==> config.mk <==
export PLATFORM = sky130hd
export DESIGN_NAME = semiprime_range_checker_top_flat
export DESIGN_NICKNAME = d
export VERILOG_FILES = /design/src/rtl/spc_pkg.sv /design/src/rtl/spc_if.sv /design/src/rtl/semiprime_range_checker_top.sv /design/src/rtl/spc_divider.sv /design/src/flat_wrapper.sv
export SDC_FILE = /design/constraint.sdc
export NUM_CORES = 1
export LEC_CHECK = 0
export ABC_AREA = 0
export BUFFER_PORTS_ARGS = -buffer_cell sky130_fd_sc_hd__clkbuf_2
export CORE_ASPECT_RATIO = 0.9
export CORE_MARGIN = 3
export CORE_UTILIZATION = 49
export CTS_CLUSTER_DIAMETER = 80
export CTS_CLUSTER_SIZE = 10
export DETAILED_ROUTE_END_ITERATION = 12
export PLACE_DENSITY = 0.73
export SLEW_MARGIN = 20
export SYNTH_ARGS = -nofsm -noshare
export SYNTH_HDL_FRONTEND = slang
export SYNTH_SLANG_ARGS = --single-unit
==> constraint.sdc <==
create_clock -name clk -period 7.4 [get_ports clk]
set_input_delay 0.37 -clock clk [delete_from_list [all_inputs] [get_ports clk]]
set_output_delay 0.37 -clock clk [all_outputs]
set_load 0.05 [all_outputs]
==> src/rtl/spc_pkg.sv <==
// Package with the shared types and constants of the semiprime range checker.
package spc_pkg;

  // Width of the candidate and tested value fields on the channels.
  localparam int unsigned CAND_W = 16;

  // Smallest semiprime and smallest prime.
  localparam int unsigned MIN_SEMI  = 4;
  localparam int unsigned MIN_PRIME = 2;

  // First odd trial divisor.
  localparam int unsigned FIRST_ODD_DIV = 3;

  // Sequencer states.
  typedef enum logic [2:0] {
    ST_IDLE,
    ST_START,
    ST_CHECK,
    ST_DIV,
    ST_FINISH
  } spc_state_t;

endpackage

==> src/rtl/spc_if.sv <==
// Valid/ready channel interfaces for candidates and test results.
interface spc_in_if;
  logic                       valid;
  logic                       ready;
  logic [spc_pkg::CAND_W-1:0] candidate;
  logic                       range_end;

  modport source (output valid, output candidate, output range_end, input ready);
  modport sink   (input valid, input candidate, input range_end, output ready);
endinterface

interface spc_out_if;
  logic                       valid;
  logic                       ready;
  logic [spc_pkg::CAND_W-1:0] tested_value;
  logic                       is_semiprime;
  logic                       range_end_out;
  logic                       any_found;

  modport source (output valid, output tested_value, output is_semiprime,
                  output range_end_out, output any_found, input ready);
  modport sink   (input valid, input tested_value, input is_semiprime,
                  input range_end_out, input any_found, output ready);
endinterface

==> src/rtl/semiprime_range_checker_top.sv <==
// Semiprime range checker: tests each candidate by trial division and tracks
// whether any semiprime was seen in the current range. One candidate is in
// work at a time. The test first finds the least divisor of the candidate and
// then checks that the cofactor is prime; each odd trial divisor costs one run
// of the bit-serial divider. A result waits in the output register while the
// next candidate is taken and tested.
module semiprime_range_checker_top #(
  parameter int unsigned VALUE_BITS = 16
) (
  input  logic      clk,
  input  logic      rst_n,
  spc_in_if.sink    in_chan,
  spc_out_if.source out_chan
);

  localparam int unsigned W    = VALUE_BITS;
  localparam int unsigned CW   = spc_pkg::CAND_W;
  localparam int unsigned EXTW = (W > CW) ? W : CW;

  spc_pkg::spc_state_t state_r, state_nxt;

  logic [W-1:0]   n_r, n_nxt;
  logic           last_r, last_nxt;
  logic [W-1:0]   t_r, t_nxt;
  logic           phase_r, phase_nxt;
  logic [W-1:0]   d_r, d_nxt;
  logic [W+1:0]   sq_r, sq_nxt;
  logic           semi_r, semi_nxt;
  logic           found_r, found_nxt;

  logic           out_valid_r, out_valid_nxt;
  logic [CW-1:0]  out_val_r, out_val_nxt;
  logic           out_semi_r, out_semi_nxt;
  logic           out_end_r, out_end_nxt;
  logic           out_any_r, out_any_nxt;

  logic [EXTW-1:0] cand_ext;
  logic [W-1:0]    cand_n;
  logic            div_start;
  logic            div_done;
  logic [W-1:0]    div_quo;
  logic [W-1:0]    div_rem;
  logic            found_upd;

  // Candidate masked to the working width.
  assign cand_ext = EXTW'(in_chan.candidate);
  assign cand_n   = cand_ext[W-1:0];

  spc_divider #(.W(W)) u_div (
    .clk       (clk),
    .rst_n     (rst_n),
    .start     (div_start),
    .dividend  (t_r),
    .divisor   (d_r),
    .done      (div_done),
    .quotient  (div_quo),
    .remainder (div_rem)
  );

  assign found_upd = found_r | semi_r;

  // Sequencer: least-divisor search of the candidate, then a primality search
  // of the cofactor, both through the shared divider.
  always_comb begin
    state_nxt     = state_r;
    n_nxt         = n_r;
    last_nxt      = last_r;
    t_nxt         = t_r;
    phase_nxt     = phase_r;
    d_nxt         = d_r;
    sq_nxt        = sq_r;
    semi_nxt      = semi_r;
    found_nxt     = found_r;
    out_valid_nxt = out_valid_r;
    out_val_nxt   = out_val_r;
    out_semi_nxt  = out_semi_r;
    out_end_nxt   = out_end_r;
    out_any_nxt   = out_any_r;
    div_start     = 1'b0;

    if (out_valid_r && out_chan.ready) begin
      out_valid_nxt = 1'b0;
    end

    case (state_r)
      spc_pkg::ST_IDLE: begin
        if (in_chan.valid) begin
          n_nxt     = cand_n;
          t_nxt     = cand_n;
          last_nxt  = in_chan.range_end;
          phase_nxt = 1'b0;
          state_nxt = spc_pkg::ST_START;
        end
      end

      spc_pkg::ST_START: begin
        d_nxt  = W'(spc_pkg::FIRST_ODD_DIV);
        sq_nxt = (W+2)'(spc_pkg::FIRST_ODD_DIV * spc_pkg::FIRST_ODD_DIV);
        if (!phase_r) begin
          // Candidate: small values are never semiprimes, even ones split by 2.
          if (t_r < W'(spc_pkg::MIN_SEMI)) begin
            semi_nxt  = 1'b0;
            state_nxt = spc_pkg::ST_FINISH;
          end else if (!t_r[0]) begin
            t_nxt     = t_r >> 1;
            phase_nxt = 1'b1;
          end else begin
            state_nxt = spc_pkg::ST_CHECK;
          end
        end else begin
          // Cofactor: below two is not prime, an even one is prime only as 2.
          if (t_r < W'(spc_pkg::MIN_PRIME)) begin
            semi_nxt  = 1'b0;
            state_nxt = spc_pkg::ST_FINISH;
          end else if (!t_r[0]) begin
            semi_nxt  = (t_r == W'(spc_pkg::MIN_PRIME));
            state_nxt = spc_pkg::ST_FINISH;
          end else begin
            state_nxt = spc_pkg::ST_CHECK;
          end
        end
      end

      spc_pkg::ST_CHECK: begin
        // Once the divisor squared passes the target, the target is prime.
        if (sq_r > (W+2)'(t_r)) begin
          semi_nxt  = phase_r;
          state_nxt = spc_pkg::ST_FINISH;
        end else begin
          div_start = 1'b1;
          state_nxt = spc_pkg::ST_DIV;
        end
      end

      spc_pkg::ST_DIV: begin
        if (div_done) begin
          if (div_rem == '0) begin
            if (!phase_r) begin
              t_nxt     = div_quo;
              phase_nxt = 1'b1;
              state_nxt = spc_pkg::ST_START;
            end else begin
              semi_nxt  = 1'b0;
              state_nxt = spc_pkg::ST_FINISH;
            end
          end else begin
            // Next odd divisor: (d + 2)^2 = d^2 + 4d + 4.
            d_nxt     = d_r + W'(2);
            sq_nxt    = sq_r + (W+2)'({d_r, 2'b00}) + (W+2)'(4);
            state_nxt = spc_pkg::ST_CHECK;
          end
        end
      end

      spc_pkg::ST_FINISH: begin
        // Load the output register once it is free or being emptied.
        if (!out_valid_r || out_chan.ready) begin
          out_valid_nxt = 1'b1;
          out_val_nxt   = CW'(n_r);
          out_semi_nxt  = semi_r;
          out_end_nxt   = last_r;
          out_any_nxt   = last_r & found_upd;
          found_nxt     = last_r ? 1'b0 : found_upd;
          state_nxt     = spc_pkg::ST_IDLE;
        end
      end

      default: begin
        state_nxt = spc_pkg::ST_IDLE;
      end
    endcase
  end

  // Control registers.
  always_ff @(posedge clk) begin
    if (!rst_n) begin
      state_r     <= spc_pkg::ST_IDLE;
      found_r     <= 1'b0;
      out_valid_r <= 1'b0;
    end else begin
      state_r     <= state_nxt;
      found_r     <= found_nxt;
      out_valid_r <= out_valid_nxt;
    end
  end

  // Datapath registers.
  always_ff @(posedge clk) begin
    n_r        <= n_nxt;
    last_r     <= last_nxt;
    t_r        <= t_nxt;
    phase_r    <= phase_nxt;
    d_r        <= d_nxt;
    sq_r       <= sq_nxt;
    semi_r     <= semi_nxt;
    out_val_r  <= out_val_nxt;
    out_semi_r <= out_semi_nxt;
    out_end_r  <= out_end_nxt;
    out_any_r  <= out_any_nxt;
  end

  assign in_chan.ready          = (state_r == spc_pkg::ST_IDLE);
  assign out_chan.valid         = out_valid_r;
  assign out_chan.tested_value  = out_val_r;
  assign out_chan.is_semiprime  = out_semi_r;
  assign out_chan.range_end_out = out_end_r;
  assign out_chan.any_found     = out_any_r;

endmodule

==> src/rtl/spc_divider.sv <==
// Bit-serial restoring divider: one quotient bit per clock cycle.
module spc_divider #(
  parameter int unsigned W = 16
) (
  input  logic         clk,
  input  logic         rst_n,
  input  logic         start,
  input  logic [W-1:0] dividend,
  input  logic [W-1:0] divisor,
  output logic         done,
  output logic [W-1:0] quotient,
  output logic [W-1:0] remainder
);

  localparam int unsigned CW = $clog2(W + 1);
  localparam logic [CW-1:0] LAST_STEP = CW'(W - 1);

  logic          busy_r, busy_nxt;
  logic          done_r, done_nxt;
  logic [CW-1:0] cnt_r, cnt_nxt;
  logic [W-1:0]  rem_r, rem_nxt;
  logic [W-1:0]  quo_r, quo_nxt;
  logic [W-1:0]  div_r, div_nxt;
  logic [W:0]    trial;
  logic [W:0]    diff;

  // One restoring step: bring down the next dividend bit and try to subtract.
  assign trial = {rem_r, quo_r[W-1]};
  assign diff  = trial - {1'b0, div_r};

  always_comb begin
    busy_nxt = busy_r;
    done_nxt = 1'b0;
    cnt_nxt  = cnt_r;
    rem_nxt  = rem_r;
    quo_nxt  = quo_r;
    div_nxt  = div_r;
    if (start) begin
      busy_nxt = 1'b1;
      cnt_nxt  = '0;
      rem_nxt  = '0;
      quo_nxt  = dividend;
      div_nxt  = divisor;
    end else if (busy_r) begin
      if (!diff[W]) begin
        rem_nxt = diff[W-1:0];
      end else begin
        rem_nxt = trial[W-1:0];
      end
      quo_nxt = {quo_r[W-2:0], ~diff[W]};
      cnt_nxt = cnt_r + CW'(1);
      if (cnt_r == LAST_STEP) begin
        busy_nxt = 1'b0;
        done_nxt = 1'b1;
      end
    end
  end

  // Control state is reset; the datapath registers are not.
  always_ff @(posedge clk) begin
    if (!rst_n) begin
      busy_r <= 1'b0;
      done_r <= 1'b0;
      cnt_r  <= '0;
    end else begin
      busy_r <= busy_nxt;
      done_r <= done_nxt;
      cnt_r  <= cnt_nxt;
    end
  end

  always_ff @(posedge clk) begin
    rem_r <= rem_nxt;
    quo_r <= quo_nxt;
    div_r <= div_nxt;
  end

  assign done      = done_r;
  assign quotient  = quo_r;
  assign remainder = rem_r;

endmodule

==> src/flat_wrapper.sv <==
// flat-port wrapper written by rule: the top's interface ports become plain ports
module semiprime_range_checker_top_flat 
#(
  parameter int unsigned VALUE_BITS = 16
)
  (clk, rst_n, in_chan_valid, in_chan_candidate, in_chan_range_end, in_chan_ready, out_chan_valid, out_chan_tested_value, out_chan_is_semiprime, out_chan_range_end_out, out_chan_any_found, out_chan_ready);
  spc_in_if in_chan_i ();
  spc_out_if out_chan_i ();
  input  logic clk;
  input  logic rst_n;
  input wire logic [$bits(in_chan_i.valid)-1:0] in_chan_valid;
  input wire logic [$bits(in_chan_i.candidate)-1:0] in_chan_candidate;
  input wire logic [$bits(in_chan_i.range_end)-1:0] in_chan_range_end;
  output wire logic [$bits(in_chan_i.ready)-1:0] in_chan_ready;
  output wire logic [$bits(out_chan_i.valid)-1:0] out_chan_valid;
  output wire logic [$bits(out_chan_i.tested_value)-1:0] out_chan_tested_value;
  output wire logic [$bits(out_chan_i.is_semiprime)-1:0] out_chan_is_semiprime;
  output wire logic [$bits(out_chan_i.range_end_out)-1:0] out_chan_range_end_out;
  output wire logic [$bits(out_chan_i.any_found)-1:0] out_chan_any_found;
  input wire logic [$bits(out_chan_i.ready)-1:0] out_chan_ready;
  assign in_chan_i.valid = in_chan_valid;
  assign in_chan_i.candidate = in_chan_candidate;
  assign in_chan_i.range_end = in_chan_range_end;
  assign in_chan_ready = in_chan_i.ready;
  assign out_chan_valid = out_chan_i.valid;
  assign out_chan_tested_value = out_chan_i.tested_value;
  assign out_chan_is_semiprime = out_chan_i.is_semiprime;
  assign out_chan_range_end_out = out_chan_i.range_end_out;
  assign out_chan_any_found = out_chan_i.any_found;
  assign out_chan_i.ready = out_chan_ready;
  semiprime_range_checker_top #(.VALUE_BITS(VALUE_BITS)) u_core (.clk(clk), .rst_n(rst_n), .in_chan(in_chan_i), .out_chan(out_chan_i));
endmodule
# Word-level counts from Yosys, hierarchy flattened
# Index checks and enable logic that the tools add are counted.
# word_totals
output_inout_bits	21
latchBits	0
n_memories	0
mem_bits_ro	0
ram_bits	0
regBits	148
# op_classes
mux	55
n_reduce_logical	19
eq_ne	20
n_shift	0
n_div	0
order_cmp	3
n_mul	0
add_sub_neg	5
bitwise_logic	5
# ops
op	n
16-bit two-way mux	12
16-bit case mux with 3 select lines	1
18-bit two-way mux	2
18-bit case mux with 2 select lines	1
3-bit two-way mux	11
16-bit case mux with 2 select lines	1
1-bit two-way mux	24
18-bit adder	1
18-bit by 3-bit adder with 18-bit output (second input constant)	1
18-bit by 16-bit > comparator with 1-bit output	1
17-bit by 16-bit subtractor with 17-bit output	1
16-bit by 2-bit adder with 16-bit output (second input constant)	1
16-bit by 2-bit equality test with 1-bit output (second input constant)	1
16-bit logical NOT	1
16-bit by 2-bit less-than comparator with 1-bit output (second input constant)	1
16-bit by 3-bit less-than comparator with 1-bit output (second input constant)	1
3-bit case mux with 5 select lines	1
2-bit inequality test (second input constant)	7
7-bit AND reduction	2
2-bit by 1-bit inequality test with 1-bit output (second input constant)	4
4-bit AND reduction	2
8-bit AND reduction	1
3-bit by 2-bit equality test with 1-bit output (second input constant)	2
1-bit case mux with 3 select lines	2
other kinds (20)	25

# Logic depth before layout (Yosys ltp)
# logic_depth
depth_word	5
ltp_mapped	11
mapped_depth_nobuf	9

# Cells and area by module
# A second synthesis with hierarchy kept.
# unflattened
hier_cells	699
hier_area_um2	7960.1
# by_module_without_submodules
module	area_each_um2	instances	cells_each
semiprime_range_checker_top	4849.7	1	419
spc_divider	3110.5	1	280

# Worst setup path after synthesis
# OpenSTA, ideal clock, no wires.
# synth_path
path_kind	flip-flop to flip-flop
startpoint	register u_core.state_r[2]
endpoint	register u_core.d_r[10] (enable)
n_path_buf	3
arrival_ps	2487
setup_slack_ps	4486
stages_incl_launch_ff	6
t_required_ps	6973
setup_time_ps	427
path_cell_list	dfxtp_1 > clkbuf_1 > nand2b_1 > clkbuf_1 > clkbuf_1 > a21oi_1
# synth_via
elab_chain_cells	3
elab_cells_between_ends	6
# synth_lines
element	line	text
start, declared	semiprime_range_checker_top.sv:20	spc_pkg::spc_state_t state_r, state_nxt;
start signal, assigned	semiprime_range_checker_top.sv:177	state_r <= spc_pkg::ST_IDLE;
start signal, assigned	semiprime_range_checker_top.sv:181	state_r <= state_nxt;
3-bit by 2-bit equality test with 1-bit output or 3-bit by 1-bit equality test with 1-bit output (tied branches)	semiprime_range_checker_top.sv:85	case (state_r)
2-bit inequality test (no source line) or 2-bit nonzero test (tied branches)	-	
3-bit AND reduction (no source line) (*)	-	
end signal, assigned	semiprime_range_checker_top.sv:193	d_r <= d_nxt;
end, declared	semiprime_range_checker_top.sv:26	logic [W-1:0] d_r, d_nxt;
# Every way passes the cells marked *; elsewhere a longest branch is shown, timed or not.
# A chain may end at the register's enable or synchronous reset.

# Worst setup path in the final report
# layout_path
startpoint	register u_core.t_r[5]
endpoint	register u_core.u_div.quo_r[4], in the netlist u_core.u_div.quotient[4] (data pin)
# layout_via
elab_chain_cells	4
# layout_lines
element	line	text
start, declared	semiprime_range_checker_top.sv:24	logic [W-1:0] t_r, t_nxt;
start signal, assigned	semiprime_range_checker_top.sv:191	t_r <= t_nxt;
18-bit by 16-bit > comparator with 1-bit output	semiprime_range_checker_top.sv:126	if (sq_r > (W+2)'(t_r)) begin
1-bit two-way mux	semiprime_range_checker_top.sv:126	
1-bit two-way mux	semiprime_range_checker_top.sv:85	
16-bit two-way mux	spc_divider.sv:38	if (start) begin
net u_core.u_div.quo_nxt[4]	spc_divider.sv:22	logic [W-1:0] quo_r, quo_nxt;
end signal, assigned	spc_divider.sv:74	quo_r <= quo_nxt;
end, declared	spc_divider.sv:22	
# The timed path passes the listed nets, and every way through them passes these cells.

==> flow_metrics.py <==
metrics = {
    "worst_setup_path": {
        "crit_buf_inv": 2,
        "crit_chain": "inv_1 > ha_1 > nor4b_1 > nand4b_1 > nor4_1 > mux2_2 > and2_2 > buf_4 > mux2_1",
        "endpoint_kind": "register",
        "r2r_start": "u_core.t_r[5]",
        "critical_path.max_stage_delay_ns": 0.57,
        "crit_start": "u_core.t_r[5]",
        "worstPathMaxFanout": 54,
        "worstSetupPathDepth": 9,
        "arrival_ns": 3.27,
        "reg2reg_slack_ns": 4.30,
        "crit_family": "simple AND/OR/NAND/NOR gates",
        "timing.rr.end": "u_core.u_div.quotient[4]",
        "slowest_stage": "buf_4",
        "ff2ff_path_depth": 9,
        "cp-endpoint": "u_core.u_div.quotient[4]",
        "crit_required_ns": 7.56,
        "path_class": "register to register",
        "cp-start-kind": "register",
    },
    "synth": {
        "synthXorXnorAreaFrac_pct": 4.99,
        "yosys.area.top_type": "edfxtp_1",
        "synth_compound_area_share_pct": 12.9,
        "synth_fp_nets": 776,
        "synth_edf_count": 115,
        "synth_common_cells": "edfxtp_1 (115), nor2_1 (81), ha_1 (58)",
        "syn_inst": 695,
        "synthFlopType": "edfxtp_1",
        "netlist.area_leader.share_pct": 44.5,
        "synthMuxAreaShare_pct": 4.29,
        "yosys-top-cells-area": "edfxtp_1 (45%), ha_1 (9.4%), dfxtp_1 (7.2%)",
        "yosys_warnings": 0,
        "synth_async_sr_flop_share_pct": 0,
        "ys_types": 63,
        "syn_area_per_cell_um2": 11.2,
        "ys_seq_area_share_pct": 51.8,
        "synth_most_common_cell": "edfxtp_1",
        "synth_adder_area_share_pct": 9.88,
        "ys_ff_latch": 143,
        "synth_top_family_by_area": "compound AO/OA/AOI/OAI gates",
        "synthesis.area_mm2": 0.00775,
        "synthSimpleGateAreaFrac_pct": 12.9,
    },
    "detailed_routing": {
        "drt.antenna.violating_nets": 0,
        "vias": 5629,
        "routed_wl_um": 16800,
        "viasPerCell": 5.95,
        "drc": 0,
        "wl_per_cell_um": 17.7,
        "first_pass_iters": 5,
        "drt_iter0_markers": 592,
    },
    "place": {
        "io_buffers": 41,
        "dpl.hpwl_um": 11800,
        "post_dp_cell_area_mm2": 0.00815,
        "place_ws_ns": 4.38,
        "gp_congestion": 0.966,
    },
    "timing": {
        "fmax_ghz": 0.322,
        "hold_viol": 0,
        "slew_viol_final": 0,
        "post-route-worst-setup-slack_ns": 4.30,
        "fin_crit_ns": 3.10,
        "setup_viol": 0,
        "worst_slew_pin_slew_ns": 0.992,
        "rsz0062_at_grt": "false",
        "fin_skew_ns": 0.00885,
        "post-route-period-util_pct": 41.9,
        "fin_setup_tns_ns": 0,
        "relSlewSlack_pct": 33.8,
    },
    "layout": {
        "fin_util_pct": 57.8,
        "drive_gt1_share_pct": 12.2,
        "num_antenna_cells": 0,
        "areaGrowthSynthToFinish_pct": 12.4,
        "fin_area_mm2": 0.00871,
        "nets": 816,
    },
    "power": {
        "seqPwrFrac_pct": 37.4,
        "power_density_mw_per_mm2": 421,
        "ir_worst_vdd_v": 0.000223,
        "power.leakage_nw": 3.43,
        "swShare_pct": 40.1,
        "pwr-share-comb_pct": 40.4,
        "internal_power_mw": 2.20,
        "pwr-share-clk_pct": 22.2,
        "power.switching_mw": 1.47,
    },
    "hold_path": {
        "hold_path_depth": 1,
        "hold_path.class": "input port to register",
    },
    "global_route": {
        "grt_overflow": 0,
        "grt_pass1_vias": 5613,
        "grt_max_degree": 55,
        "grt_util_all_layers_pct": 20.0,
        "grt_pass1_wl_um": 28200,
        "grt_antenna_before_repair": 0,
    },
    "floorplan": {
        "initial_core_util_pct": 51.4,
        "rows": 42,
        "ioPinCount": 42,
        "die_area_mm2": 0.0174,
        "die_y_um": 125,
        "coreArea_mm2": 0.0151,
        "die_x_um": 139,
    },
    "clocking": {
        "clk_path_buf_depth": 2,
        "cts_resized": 0,
        "cts_setup_buffers": 0,
        "clkTransAtPathRegs_ns": 0.06,
        "cts_made_buffers": 17,
        "ctsHoldBuffers": 0,
        "cts_sinks": 143,
        "clock_latency_ns": 0.43,
        "htree_levels": 4,
        "clockRootBuffer": "clkbuf_16",
        "cts_tree": "yes",
    },
    "outcome": {
        "status": "complete, no violations",
    },
    "flow_run": {
        "cap_violations": 0,
    },
}
==> metal layers <==
| metal | track usage [%] | up-vias | wire, um |
|---|---|---|---|
| met3 | 4.31 | 21 | 994 |
| met5 | 0 | - | 0 |
| li1 | - | 2689 | - |
| met2 | 30.5 | 187 | 7630 |
| met1 | 28.5 | 2732 | 7920 |
| met4 | 6.86 | 0 | 238 |
==> registers in the layout, indices dropped and copies added (netlist names), 5 cells and up <==
name / flops
u_core.t_r: 16
u_core.u_div.quotient: 16
u_core.u_div.div_r: 15
u_core.d_r: 15
u_core.n_r: 16
u_core.u_div.cnt_r: 5
u_core.u_div.remainder: 16
u_core.out_chan.tested_value: 16
u_core.sq_r: 15
==> how the worst min path moves through the flow <==
stage	slack, ns	from	end
finish	0.13	in_chan_range_end	u_core.last_r
CTS	0.12	in_chan_range_end	u_core.last_r
detailed placement	0.41	u_core.n_r[11]	u_core.out_chan.tested_value[11]
global route	0.12	in_chan_range_end	u_core.last_r
floorplan	0.40	u_core.n_r[0]	u_core.out_chan.tested_value[0]
global placement	0.40	u_core.n_r[9]	u_core.out_chan.tested_value[9]
==> logic make-up (layout without fill, tap and decap cells) <==
| group | after synthesis | count (layout) |
|---|---|---|
| and+or+nand+nor | 206 | 206 |
| AOI/OAI and AO/OA | 148 | 148 |
| DFF | 143 | 143 |
| buffers and inverters | 65 | 118 |
| adders and majority gates | 60 | 60 |
| xor gates and xnor gates | 42 | 42 |
| muxes | 31 | 31 |
==> area by class of cell <==
type                       count  area (um2)
tap                          198         248
inverter                      38         143
fill                        1249        6370
clock buffer                  18         429
clock inverter                14         131
multi-input combinational    487        3490
sequential                   143        4010
timing repair buffer          48         258
==> layout by cell type (no fill, tap or decap), types with 7 or more instances in the layout <==
cell type  netlist  routed
inv_1           36      36
xor2_1          22      22
xnor2_1         19      19
o21ai_0         11      11
o21a_1           7       7
nor2_1          81      81
clkbuf_2         0      41
clkbuf_16        0      17
nand4_1          9       9
mux2_1          15      15
nand2_1         35      35
a221oi_1         9       9
edfxtp_1       115     115
dfxtp_1         28      28
nand3_1         13      13
buf_4            0       7
a211oi_1        17      17
ha_1            58      58
mux2i_1         13      13
nor4_1           8       8
a21o_1           9       9
o21ai_1         11      11
and3_1          12      12
a21oi_1         47      46
nor3_1          19      19
==> worst reg2reg max path: stages, from the launching register on <==
cell and delay, ns:
edfxtp_1 0.39, inv_1 0.08, ha_1 0.30, nor4b_1 0.27, nand4b_1 0.14, nor4_1 0.26
mux2_2 0.26, and2_2 0.16, buf_4 0.57, mux2_1 0.42
==> through the flow <==
step / power (mW) / cells / hold slack [ns]
after CTS: 3.67 / 946 / 0.115
after detailed placement: 2.84 / 914 / 0.406
final: 3.67 / 946 / 0.131
after floorplan: 2.47 / 695 / 0.400
after global placement: 2.77 / 914 / 0.402
after global routing: 3.91 / 946 / 0.115
==> power groups by stage <==
| stage | registers, mW | clock network, mW | logic, mW |
|---|---|---|---|
| 6_report | 1.37 | 0.816 | 1.48 |
| 5_1_grt | 1.39 | 0.867 | 1.65 |
| 3_5_place_dp | 1.38 | 0 | 1.46 |
| 2_1_floorplan | 1.36 | 0 | 1.11 |
| 3_3_place_gp | 1.37 | 0 | 1.40 |
| 4_1_cts | 1.36 | 0.830 | 1.48 |
Power figures use the tool's default switching activity.
